## config.mk

```make
export PLATFORM = sky130hd
export DESIGN_NAME = midi_voice_allocator_flat
export DESIGN_NICKNAME = d
export VERILOG_FILES = /design/src/rtl/mva_pkg.sv /design/src/rtl/mva_msg_if.sv /design/src/rtl/mva_res_if.sv /design/src/rtl/midi_voice_allocator.sv /design/src/flat_wrapper.sv
export VERILOG_INCLUDE_DIRS = /design/src /design/src/rtl
export SDC_FILE = /design/constraint.sdc
export NUM_CORES = 1
export LEC_CHECK = 0
export BUFFER_PORTS_ARGS = -buffer_cell sky130_fd_sc_hd__buf_2
export CAP_MARGIN = 15
export CORE_MARGIN = 2
export CORE_UTILIZATION = 54
export CTS_BUF_LIST = sky130_fd_sc_hd__clkbuf_8
export DETAILED_ROUTE_END_ITERATION = 6
export HOLD_SLACK_MARGIN = 0.15
export PLACE_DENSITY_LB_ADDON = 0.3
export SETUP_SLACK_MARGIN = 0.5
export SLEW_MARGIN = 40
export SYNTH_ARGS = -nofsm -noshare
export SYNTH_HDL_FRONTEND = slang
export SYNTH_SLANG_ARGS = --single-unit
export TNS_END_PERCENT = 10
```

## constraint.sdc

```tcl
create_clock -name clk -period 6.3 [get_ports clk]
set_clock_uncertainty 0.15 [all_clocks]
set_input_delay 0.63 -clock clk [delete_from_list [all_inputs] [get_ports clk]]
set_output_delay 0.63 -clock clk [all_outputs]
set_load 0.01 [all_outputs]
```

## src/rtl/midi_voice_allocator_defines.svh

```systemverilog
`ifndef MIDI_VOICE_ALLOCATOR_DEFINES_SVH
`define MIDI_VOICE_ALLOCATOR_DEFINES_SVH

// same-cycle check
`define MVA_CHECK(lbl, ante, cons, msg) \
  lbl: assert property (@(posedge clk) disable iff (rst) (ante) |-> (cons)) else $error(msg);

// next-cycle check
`define MVA_CHECK_NEXT(lbl, ante, cons, msg) \
  lbl: assert property (@(posedge clk) disable iff (rst) (ante) |=> (cons)) else $error(msg);

`endif

```

## src/rtl/mva_pkg.sv

```systemverilog
`default_nettype none
package mva_pkg;

  localparam logic [3:0] MSG_NOTE_OFF      = 4'h8;
  localparam logic [3:0] MSG_NOTE_ON       = 4'h9;
  localparam logic [3:0] MSG_CTRL          = 4'hB;
  localparam logic [6:0] CC_ALL_SOUND_OFF  = 7'd120;
  localparam logic [6:0] CC_ALL_NOTES_OFF  = 7'd123;
  localparam logic [7:0] FREE_NOTE         = 8'hFF;

  typedef enum logic [1:0] {
    OP_OTHER,
    OP_NOTE_ON,
    OP_NOTE_OFF,
    OP_ALL_OFF
  } op_t;

  typedef enum logic [2:0] {
    ST_IDLE,
    ST_DECODE,
    ST_MATCH,
    ST_AGE,
    ST_ALLOFF,
    ST_COMMIT,
    ST_EMIT
  } state_t;

endpackage
`default_nettype wire

```

## src/rtl/mva_msg_if.sv

```systemverilog
`default_nettype none
interface mva_msg_if;
  logic       valid;
  logic       ready;
  logic [7:0] status_byte;
  logic [7:0] data_one;
  logic [7:0] data_two;

  modport source (output valid, output status_byte, output data_one, output data_two,
                  input ready);
  modport sink   (input valid, input status_byte, input data_one, input data_two,
                  output ready);
endinterface
`default_nettype wire

```

## src/rtl/mva_res_if.sv

```systemverilog
`default_nettype none
interface mva_res_if;
  logic       valid;
  logic       ready;
  logic       assign_valid;
  logic [2:0] assign_voice;
  logic [6:0] assign_note;
  logic       reused;
  logic       stolen;
  logic [7:0] kill_mask;
  logic       release_valid;
  logic [2:0] release_voice;
  logic       fresh_onset;
  logic       begin_release;
  logic [3:0] held_count;

  modport source (output valid, output assign_valid, output assign_voice, output assign_note,
                  output reused, output stolen, output kill_mask, output release_valid,
                  output release_voice, output fresh_onset, output begin_release,
                  output held_count, input ready);
  modport sink   (input valid, input assign_valid, input assign_voice, input assign_note,
                  input reused, input stolen, input kill_mask, input release_valid,
                  input release_voice, input fresh_onset, input begin_release,
                  input held_count, output ready);
endinterface
`default_nettype wire

```

## src/rtl/midi_voice_allocator.sv

```systemverilog
// MIDI voice allocator with oldest-voice stealing.
// Channel msg (sink): one MIDI channel message per beat - status byte and two data
// bytes. Channel res (source): one result beat per message - voice assignment, kill
// mask, release voice, onset/release events and the held note count.
// One message is handled at a time; msg.ready is high only while the block is idle.
// After accept the message is decoded. Messages that need no scan go straight to
// the result; a note-off or all-notes-off may first walk the voice table, a note-on
// that finds a voice walks it and then commits, and a note-on that has to steal
// walks it a second time for the age search before committing. The next message
// is taken the cycle after the result is loaded. The walk is done by a single
// compare unit stepping through the voice table one entry per cycle: first the
// note/channel match and free search, then the age search for the oldest voice.
// The result sits in an output register; a new message is accepted while it waits.
// If res.ready is low when the next result is due, the block holds in its final
// state until the pending beat is taken.
// Reset (synchronous, active high) frees every voice, clears ages, the age counter,
// the held count, the pending release and MIDI mode, and drops res.valid.
`default_nettype none
`include "midi_voice_allocator_defines.svh"
module midi_voice_allocator
  import mva_pkg::*;
#(
  parameter int VOICES = 8
) (
  input  wire        clk,
  input  wire        rst,
  mva_msg_if.sink    msg,
  mva_res_if.source  res
);

  localparam int VW = $clog2(VOICES);
  localparam int IW = (VW > 3) ? VW : 3;
  localparam int KW = (VOICES > 8) ? VOICES : 8;
  localparam int CW = $clog2(VOICES + 1);
  localparam int HW = (CW > 4) ? CW : 4;

  state_t state, state_next;
  op_t    op, op_in;

  logic [7:0]    voice_note    [VOICES];
  logic [3:0]    voice_channel [VOICES];
  logic [31:0]   voice_age     [VOICES];
  logic [31:0]   age_counter;
  logic [HW-1:0] held;
  logic          pend_valid;
  logic [VW-1:0] pend_idx;
  logic          midi_mode;

  logic [3:0]    chan;
  logic [6:0]    note;
  logic [VW-1:0] idx;
  logic [VW-1:0] sel;
  logic          have_free;
  logic [31:0]   best_age;
  logic          a_valid;
  logic          existing;
  logic          stolen_w;
  logic [KW-1:0] kill;
  logic          r_valid;
  logic [VW-1:0] r_voice;
  logic          fresh;
  logic          begin_rel;

  logic          accept;
  logic          hit;
  logic          this_free;
  logic          last;
  logic          emit_go;
  logic [HW-1:0] held_dec;
  logic [IW-1:0] sel_ext;
  logic [IW-1:0] rvoice_ext;
  logic [3:0]    in_type;
  logic [6:0]    in_note;
  logic [6:0]    in_vel;
  logic          rel_killed;

  assign msg.ready  = (state == ST_IDLE);
  assign accept     = msg.valid && msg.ready;
  assign in_type    = msg.status_byte[7:4];
  assign in_note    = msg.data_one[6:0];
  assign in_vel     = msg.data_two[6:0];
  assign hit        = (voice_note[idx] == {1'b0, note}) && (voice_channel[idx] == chan);
  assign this_free  = (voice_note[idx] == FREE_NOTE);
  assign last       = (idx == VW'(VOICES - 1));
  assign emit_go    = !res.valid || res.ready;
  assign held_dec   = (held != '0) ? held - 1'b1 : '0;
  assign sel_ext    = IW'(sel);
  assign rvoice_ext = IW'(r_voice);
  assign rel_killed = res.kill_mask[res.release_voice];

  always_comb begin
    if (in_type == MSG_NOTE_ON && in_vel != '0) begin
      op_in = OP_NOTE_ON;
    end else if (in_type == MSG_NOTE_OFF || in_type == MSG_NOTE_ON) begin
      op_in = OP_NOTE_OFF;
    end else if (in_type == MSG_CTRL &&
                 (in_note == CC_ALL_SOUND_OFF || in_note == CC_ALL_NOTES_OFF)) begin
      op_in = OP_ALL_OFF;
    end else begin
      op_in = OP_OTHER;
    end
  end

  always_ff @(posedge clk) begin
    if (rst) begin
      state <= ST_IDLE;
    end else begin
      state <= state_next;
    end
  end

  always_comb begin
    state_next = state;
    case (state)
      ST_IDLE: begin
        if (msg.valid) state_next = ST_DECODE;
      end
      ST_DECODE: begin
        case (op)
          OP_NOTE_ON:  state_next = ST_MATCH;
          OP_NOTE_OFF: state_next = midi_mode ? ST_MATCH : ST_EMIT;
          OP_ALL_OFF:  state_next = (midi_mode && held != '0) ? ST_ALLOFF : ST_EMIT;
          default:     state_next = ST_EMIT;
        endcase
      end
      ST_MATCH: begin
        if (op == OP_NOTE_ON) begin
          if (hit) begin
            state_next = ST_COMMIT;
          end else if (last) begin
            state_next = (have_free || this_free) ? ST_COMMIT : ST_AGE;
          end
        end else if (hit || last) begin
          state_next = ST_EMIT;
        end
      end
      ST_AGE: begin
        if (last) state_next = ST_COMMIT;
      end
      ST_ALLOFF: begin
        if (last) state_next = ST_EMIT;
      end
      ST_COMMIT: state_next = ST_EMIT;
      ST_EMIT: begin
        if (emit_go) state_next = ST_IDLE;
      end
      default: state_next = ST_IDLE;
    endcase
  end

  always_ff @(posedge clk) begin
    if (rst) begin
      for (int v = 0; v < VOICES; v++) begin
        voice_note[v]    <= FREE_NOTE;
        voice_channel[v] <= '0;
        voice_age[v]     <= '0;
      end
      age_counter <= '0;
      held        <= '0;
      pend_valid  <= 1'b0;
      pend_idx    <= '0;
      midi_mode   <= 1'b0;
      res.valid   <= 1'b0;
    end else begin
      if (res.valid && res.ready && state != ST_EMIT) res.valid <= 1'b0;
      case (state)
        ST_IDLE: begin
          if (accept) begin
            op        <= op_in;
            chan      <= msg.status_byte[3:0];
            note      <= in_note;
            sel       <= '0;
            idx       <= '0;
            have_free <= 1'b0;
            a_valid   <= 1'b0;
            existing  <= 1'b0;
            stolen_w  <= 1'b0;
            kill      <= '0;
            r_valid   <= 1'b0;
            r_voice   <= '0;
            fresh     <= 1'b0;
            begin_rel <= 1'b0;
          end
        end
        ST_DECODE: begin
          case (op)
            OP_NOTE_ON: begin
              if (!midi_mode) begin
                midi_mode <= 1'b1;
                for (int v = 0; v < VOICES; v++) voice_note[v] <= FREE_NOTE;
              end
              fresh <= (held == '0);
              kill  <= (!midi_mode ? KW'({VOICES{1'b1}}) : '0) |
                       ((held == '0 && pend_valid) ? (KW'(1) << pend_idx) : '0);
              if (held == '0) pend_valid <= 1'b0;
            end
            OP_ALL_OFF: begin
              if (midi_mode && held != '0) begin
                pend_valid <= 1'b0;
                pend_idx   <= '0;
              end
            end
            default: ;
          endcase
        end
        ST_MATCH: begin
          if (op == OP_NOTE_ON) begin
            if (hit) begin
              sel      <= idx;
              existing <= 1'b1;
            end else begin
              if (!have_free && this_free) begin
                sel       <= idx;
                have_free <= 1'b1;
              end
              if (last && !(have_free || this_free)) begin
                sel      <= '0;
                best_age <= voice_age[0];
                stolen_w <= 1'b1;
                idx      <= VW'(1);
              end else if (!last) begin
                idx <= idx + 1'b1;
              end
            end
          end else begin
            if (hit) begin
              voice_note[idx] <= FREE_NOTE;
              held            <= held_dec;
              if (held_dec != '0) begin
                kill <= kill | (KW'(1) << idx);
              end else begin
                pend_valid <= 1'b1;
                pend_idx   <= idx;
                r_valid    <= 1'b1;
                r_voice    <= idx;
                begin_rel  <= 1'b1;
              end
            end else if (!last) begin
              idx <= idx + 1'b1;
            end
          end
        end
        ST_AGE: begin
          if (voice_age[idx] < best_age) begin
            sel      <= idx;
            best_age <= voice_age[idx];
          end
          if (!last) idx <= idx + 1'b1;
        end
        ST_ALLOFF: begin
          voice_note[idx] <= FREE_NOTE;
          if (!this_free && !pend_valid) begin
            pend_valid <= 1'b1;
            pend_idx   <= idx;
          end else begin
            kill <= kill | (KW'(1) << idx);
          end
          if (last) begin
            held      <= '0;
            begin_rel <= 1'b1;
            r_valid   <= pend_valid || !this_free;
            r_voice   <= pend_valid ? pend_idx : (!this_free ? idx : '0);
          end else begin
            idx <= idx + 1'b1;
          end
        end
        ST_COMMIT: begin
          voice_note[sel]    <= {1'b0, note};
          voice_channel[sel] <= chan;
          voice_age[sel]     <= age_counter + 1'b1;
          age_counter        <= age_counter + 1'b1;
          if (!existing && held < HW'(VOICES)) held <= held + 1'b1;
          a_valid <= 1'b1;
        end
        ST_EMIT: begin
          if (emit_go) begin
            res.valid         <= 1'b1;
            res.assign_valid  <= a_valid;
            res.assign_voice  <= a_valid ? sel_ext[2:0] : 3'd0;
            res.assign_note   <= a_valid ? note : 7'd0;
            res.reused        <= a_valid && existing;
            res.stolen        <= a_valid && stolen_w;
            res.kill_mask     <= kill[7:0];
            res.release_valid <= r_valid;
            res.release_voice <= rvoice_ext[2:0];
            res.fresh_onset   <= fresh;
            res.begin_release <= begin_rel;
            res.held_count    <= held[3:0];
          end
        end
        default: ;
      endcase
    end
  end

  `MVA_CHECK(a_held_bound, 1'b1, held <= HW'(VOICES), "held count above voice count")
  `MVA_CHECK(a_steal_not_reuse, res.valid, !(res.stolen && res.reused), "stolen and reused")
  `MVA_CHECK(a_release_alive, res.valid && res.release_valid, !rel_killed, "release voice killed")
  `MVA_CHECK_NEXT(a_accept_decode, accept, state == ST_DECODE, "accept did not start decode")

endmodule
`default_nettype wire
```

## src/flat_wrapper.sv

```systemverilog
// flat-port wrapper written by rule: the top's interface ports become plain ports
module midi_voice_allocator_flat import mva_pkg::*;
#(
  parameter int VOICES = 8
)
  (clk, rst, msg_valid, msg_status_byte, msg_data_one, msg_data_two, msg_ready, res_valid, res_assign_valid, res_assign_voice, res_assign_note, res_reused, res_stolen, res_kill_mask, res_release_valid, res_release_voice, res_fresh_onset, res_begin_release, res_held_count, res_ready);
  mva_msg_if msg_i ();
  mva_res_if res_i ();
  input  wire clk;
  input  wire rst;
  input wire logic [$bits(msg_i.valid)-1:0] msg_valid;
  input wire logic [$bits(msg_i.status_byte)-1:0] msg_status_byte;
  input wire logic [$bits(msg_i.data_one)-1:0] msg_data_one;
  input wire logic [$bits(msg_i.data_two)-1:0] msg_data_two;
  output wire logic [$bits(msg_i.ready)-1:0] msg_ready;
  output wire logic [$bits(res_i.valid)-1:0] res_valid;
  output wire logic [$bits(res_i.assign_valid)-1:0] res_assign_valid;
  output wire logic [$bits(res_i.assign_voice)-1:0] res_assign_voice;
  output wire logic [$bits(res_i.assign_note)-1:0] res_assign_note;
  output wire logic [$bits(res_i.reused)-1:0] res_reused;
  output wire logic [$bits(res_i.stolen)-1:0] res_stolen;
  output wire logic [$bits(res_i.kill_mask)-1:0] res_kill_mask;
  output wire logic [$bits(res_i.release_valid)-1:0] res_release_valid;
  output wire logic [$bits(res_i.release_voice)-1:0] res_release_voice;
  output wire logic [$bits(res_i.fresh_onset)-1:0] res_fresh_onset;
  output wire logic [$bits(res_i.begin_release)-1:0] res_begin_release;
  output wire logic [$bits(res_i.held_count)-1:0] res_held_count;
  input wire logic [$bits(res_i.ready)-1:0] res_ready;
  assign msg_i.valid = msg_valid;
  assign msg_i.status_byte = msg_status_byte;
  assign msg_i.data_one = msg_data_one;
  assign msg_i.data_two = msg_data_two;
  assign msg_ready = msg_i.ready;
  assign res_valid = res_i.valid;
  assign res_assign_valid = res_i.assign_valid;
  assign res_assign_voice = res_i.assign_voice;
  assign res_assign_note = res_i.assign_note;
  assign res_reused = res_i.reused;
  assign res_stolen = res_i.stolen;
  assign res_kill_mask = res_i.kill_mask;
  assign res_release_valid = res_i.release_valid;
  assign res_release_voice = res_i.release_voice;
  assign res_fresh_onset = res_i.fresh_onset;
  assign res_begin_release = res_i.begin_release;
  assign res_held_count = res_i.held_count;
  assign res_i.ready = res_ready;
  midi_voice_allocator #(.VOICES(VOICES)) u_core (.clk(clk), .rst(rst), .msg(msg_i), .res(res_i));
endmodule
```

==> flow_summary.yaml <==
timing:
  worst_slew_margin_rel: 0.463
  final_period_minus_worst_setup_slack_ns: 5.17
  final_critical_path_setup_slack_ns: 1.13
  worst_pin_slew_ns: 0.805
  rsz0062_at_grt: "false"
  fin_setup_tns_ns: 0
  achievable-frequency_mhz: 193
  hold_viol_final: 0
  final-max-slew-violation-count: 0
  fin_hold_ws_ns: 0.251
  timing.final.setup_violations: 0
  layout_worst_path_cycle_share: 0.821
finish:
  area_delta_synth_final_pct: 11.4
  fillCellCount: 3300
  final-instance-count-excl-fill: 2531
  final_core_utilization: 0.606
  stdcell_area_sq_um: 26000
  n_diodes: 0
  num-nets-final: 1951
  drive_above_1_share: 0.216
flow_run:
  max-cap-violations: 0
clock_network:
  cts_post_setup_buffers_inserted: 0
  clockBufferDepth: 3
  cts.sink_count: 500
  postCtsHoldBufs: 12
  clk_transition_reported_paths_ns: 0.06
  cts.root.buffer_cell: "clkbuf_8"
  tritoncts_clock_tree: "yes"
  cts_resized: 0
  clock_insertion_delay_worst_skew_ns: 0.65
  ctsHtreeMaxLevel: 3
  cts_buffers: 80
route:
  drt_iter0_drc: 1416
  met2_wl_post_dr_microns: 26600
  wl_microns: 55200
  met3RoutedLength_microns: 4090
  drt.antenna.violating_nets: 0
  drc_errors: 0
  detailroute.via_count: 15000
  detail_route.vias_per_cell: 5.93
  detail_route.first_pass.iterations: 5
  routedLengthMet1_microns: 23000
  avgRoutedWirePerCell_microns: 21.8
  highest_layer: "met4"
power:
  totalPowerFinal_mw: 9.31
  pwr_density_cell_nw_per_um2: 358
  vdd_drop_max_uv: 300
  leakage_nw: 8.86
setup_path:
  worst_path_cell_trace: "buf_12 -> mux4_2 -> mux2_2 -> ha_1 -> a2111oi_0 -> o21ai_0 -> a211o_1 -> a221o_1 -> a21oi_1 -> and3_2 -> buf_4"
  kind_of_cell_adding_the_most_delay_to_the_critical_path: "compound AO/OA/AOI/OAI gates"
  start_to_end_type_of_the_worst_setup_path: "flip-flop to flip-flop"
  worstPathArrival_ns: 5.33
  crit_path_max_fanout: 32
  ff2ff_setup_slack_ns: 1.13
  startpoint_type: "flip-flop"
  critical_path.slowest_cell: "dfxtp_4"
  critical_path_required_time_ns: 6.46
  critical_path.max_stage_delay_ns: 0.68
  crit_path_end_kind: "flip-flop"
  critical_path.n_buffers_inverters: 2
logic_synthesis:
  synth_sequential_area_ratio: 0.623
  library_cells_used_by_synthesis: 69
  synthesis.instances: 1800
  synthesized_area_per_cell_sq_um: 13.0
  synth_flop_cell: "edfxtp_1"
  synthesis.yosys.warnings: 0
  synthesis.nets: 1866
  synth-edff-count: 452
  ys_async_sr_fraction: 0
  netlist_area_sq_um: 23300
  ys_seq_elements: 500
floorplanning:
  top_level_ports: 61
  initial_core_util: 0.544
  core-area_sq_um: 42900
  die_h_microns: 212
  core.rowCount: 76
  dieArea_sq_um: 44900
  fp.dieW_microns: 212
global_routing:
  grt_usage: 0.254
  grt_antenna_before_repair: 0
  via_count_of_the_first_global_routing_pass: 15200
  maximum_number_of_pins_on_one_net_before_global_route_repair: 76
  wire_length_of_the_first_global_routing_pass_microns: 86100
  grt-ovfl-total: 0
place:
  gpl.final_weighted_congestion: 0.909
  placed_area_sq_um: 24300
  preCtsSetupSlack_ns: 1.11
  place_inst: 2376
  buffer_ports.inserted: 58
  half_perimeter_wire_length_after_detailed_placement_microns: 32000
outcome:
  status: "completed"
worst_hold_path:
  class_of_the_most_critical_hold_timing_path: "input pin to flip-flop"
==> cell families (layout without fill, tap and decap cells) <==
family | Yosys count | after routing | share of synthesized area
adders and majority gates | 38 | 38 | 0.0204
muxes | 180 | 180 | 0.117
and+or+nand+nor | 673 | 673 | 0.135
AOI/OAI and AO/OA | 198 | 198 | 0.0557
DFF | 500 | 500 | 0.623
buffers and inverters | 157 | 303 | 0.0284
xor gates and xnor gates | 54 | 54 | 0.0203
==> worst paths after layout <==
| check | end | depth (start not counted) | from |
|---|---|---|---|
| setup / recovery | u_core.best_age[10] | 11 | flip-flop |
| hold / removal | u_core.op[1] | 3 | msg_status_byte[6] |
| setup reg to reg | u_core.best_age[10] | 11 | flip-flop |
| hold reg to reg | u_core.res.release_voice[2] | 0 | u_core.r_voice[2] |
==> synthesized netlist by cell type (11+ instances only) <==
cell | instances | area share
nand2b_1 | 23 | 0.0062
o21ai_0 | 46 | 0.0099
clkbuf_1 | 79 | 0.013
ha_1 | 38 | 0.020
nor2b_1 | 11 | 0.0029
nand3_1 | 28 | 0.0060
inv_1 | 46 | 0.0074
dfxtp_1 | 48 | 0.041
edfxtp_1 | 452 | 0.58
a21o_1 | 13 | 0.0042
nand4_1 | 16 | 0.0043
nor2_1 | 353 | 0.057
or2_2 | 43 | 0.012
mux4_2 | 67 | 0.065
xor2_1 | 29 | 0.011
mux2_2 | 72 | 0.035
xnor2_1 | 25 | 0.0094
a21oi_1 | 59 | 0.013
a211oi_1 | 13 | 0.0042
nor3_1 | 28 | 0.0060
and2_1 | 20 | 0.0054
nand2_1 | 75 | 0.012
mux2i_1 | 41 | 0.018
buf_1 | 11 | 0.0018
or3_1 | 34 | 0.0091
==> sequential cells by signal, indices dropped and copies added (netlist names), 4 cells and up, named ones only <==
name	cells
u_core.res.kill_mask	8
u_core.res.assign_note	7
u_core.best_age	32
u_core.voice_note	64
u_core.note	7
u_core.kill	8
u_core.chan	4
u_core.voice_age	256
u_core.age_counter	32
u_core.res.held_count	4
u_core.voice_channel	32
u_core.held	4
==> worst min-delay path: stages <==
cell and delay (ns):
buf_2 0.08, or3b_2 0.09, a21boi_0 0.07
==> routing by layer <==
layer | vias up | global-route usage
met5 | - | 0
met4 | 0 | 0.0947
met3 | 115 | 0.0383
met2 | 570 | 0.415
met1 | 7523 | 0.349
li1 | 6810 | -
==> cells in the final DEF, fill, tap and decap left out, types with 13 or more instances in the layout <==
cell type | netlist | routed
clkinv_1 | 4 | 15
inv_1 | 46 | 77
a21o_1 | 13 | 13
xnor2_1 | 25 | 24
mux2i_1 | 41 | 41
nand3_1 | 28 | 26
a211oi_1 | 13 | 13
dfxtp_1 | 48 | 44
o21ai_0 | 46 | 46
or3_1 | 34 | 34
xor2_1 | 29 | 29
nand4_1 | 16 | 16
or2_2 | 43 | 43
buf_4 | 3 | 37
ha_1 | 38 | 38
nand2_1 | 75 | 68
a21oi_1 | 59 | 59
and2_1 | 20 | 20
edfxtp_1 | 452 | 452
mux2_2 | 72 | 72
nand2b_1 | 23 | 15
buf_2 | 7 | 58
nor2_1 | 353 | 352
clkbuf_8 | 0 | 88
nor3_1 | 28 | 28
mux4_2 | 67 | 67
==> area by class of cell <==
class	count	area, sq um	share of cell area
Sequential cell	500	14500	0.559
Multi-Input combinational cell	1143	8250	0.317
Clock buffer	88	1210	0.0466
Timing Repair Buffer	110	748	0.0288
Tap cell	585	732	0.0281
Clock inverter	55	333	0.0128
Inverter	50	188	0.00722
==> power by group <==
group | internal (mW) | switching, mW
logic | 1.10 | 1.30
clock network | 1.44 | 1.27
registers | 3.90 | 0.295
No activity file was read; power rests on OpenSTA's default activity.
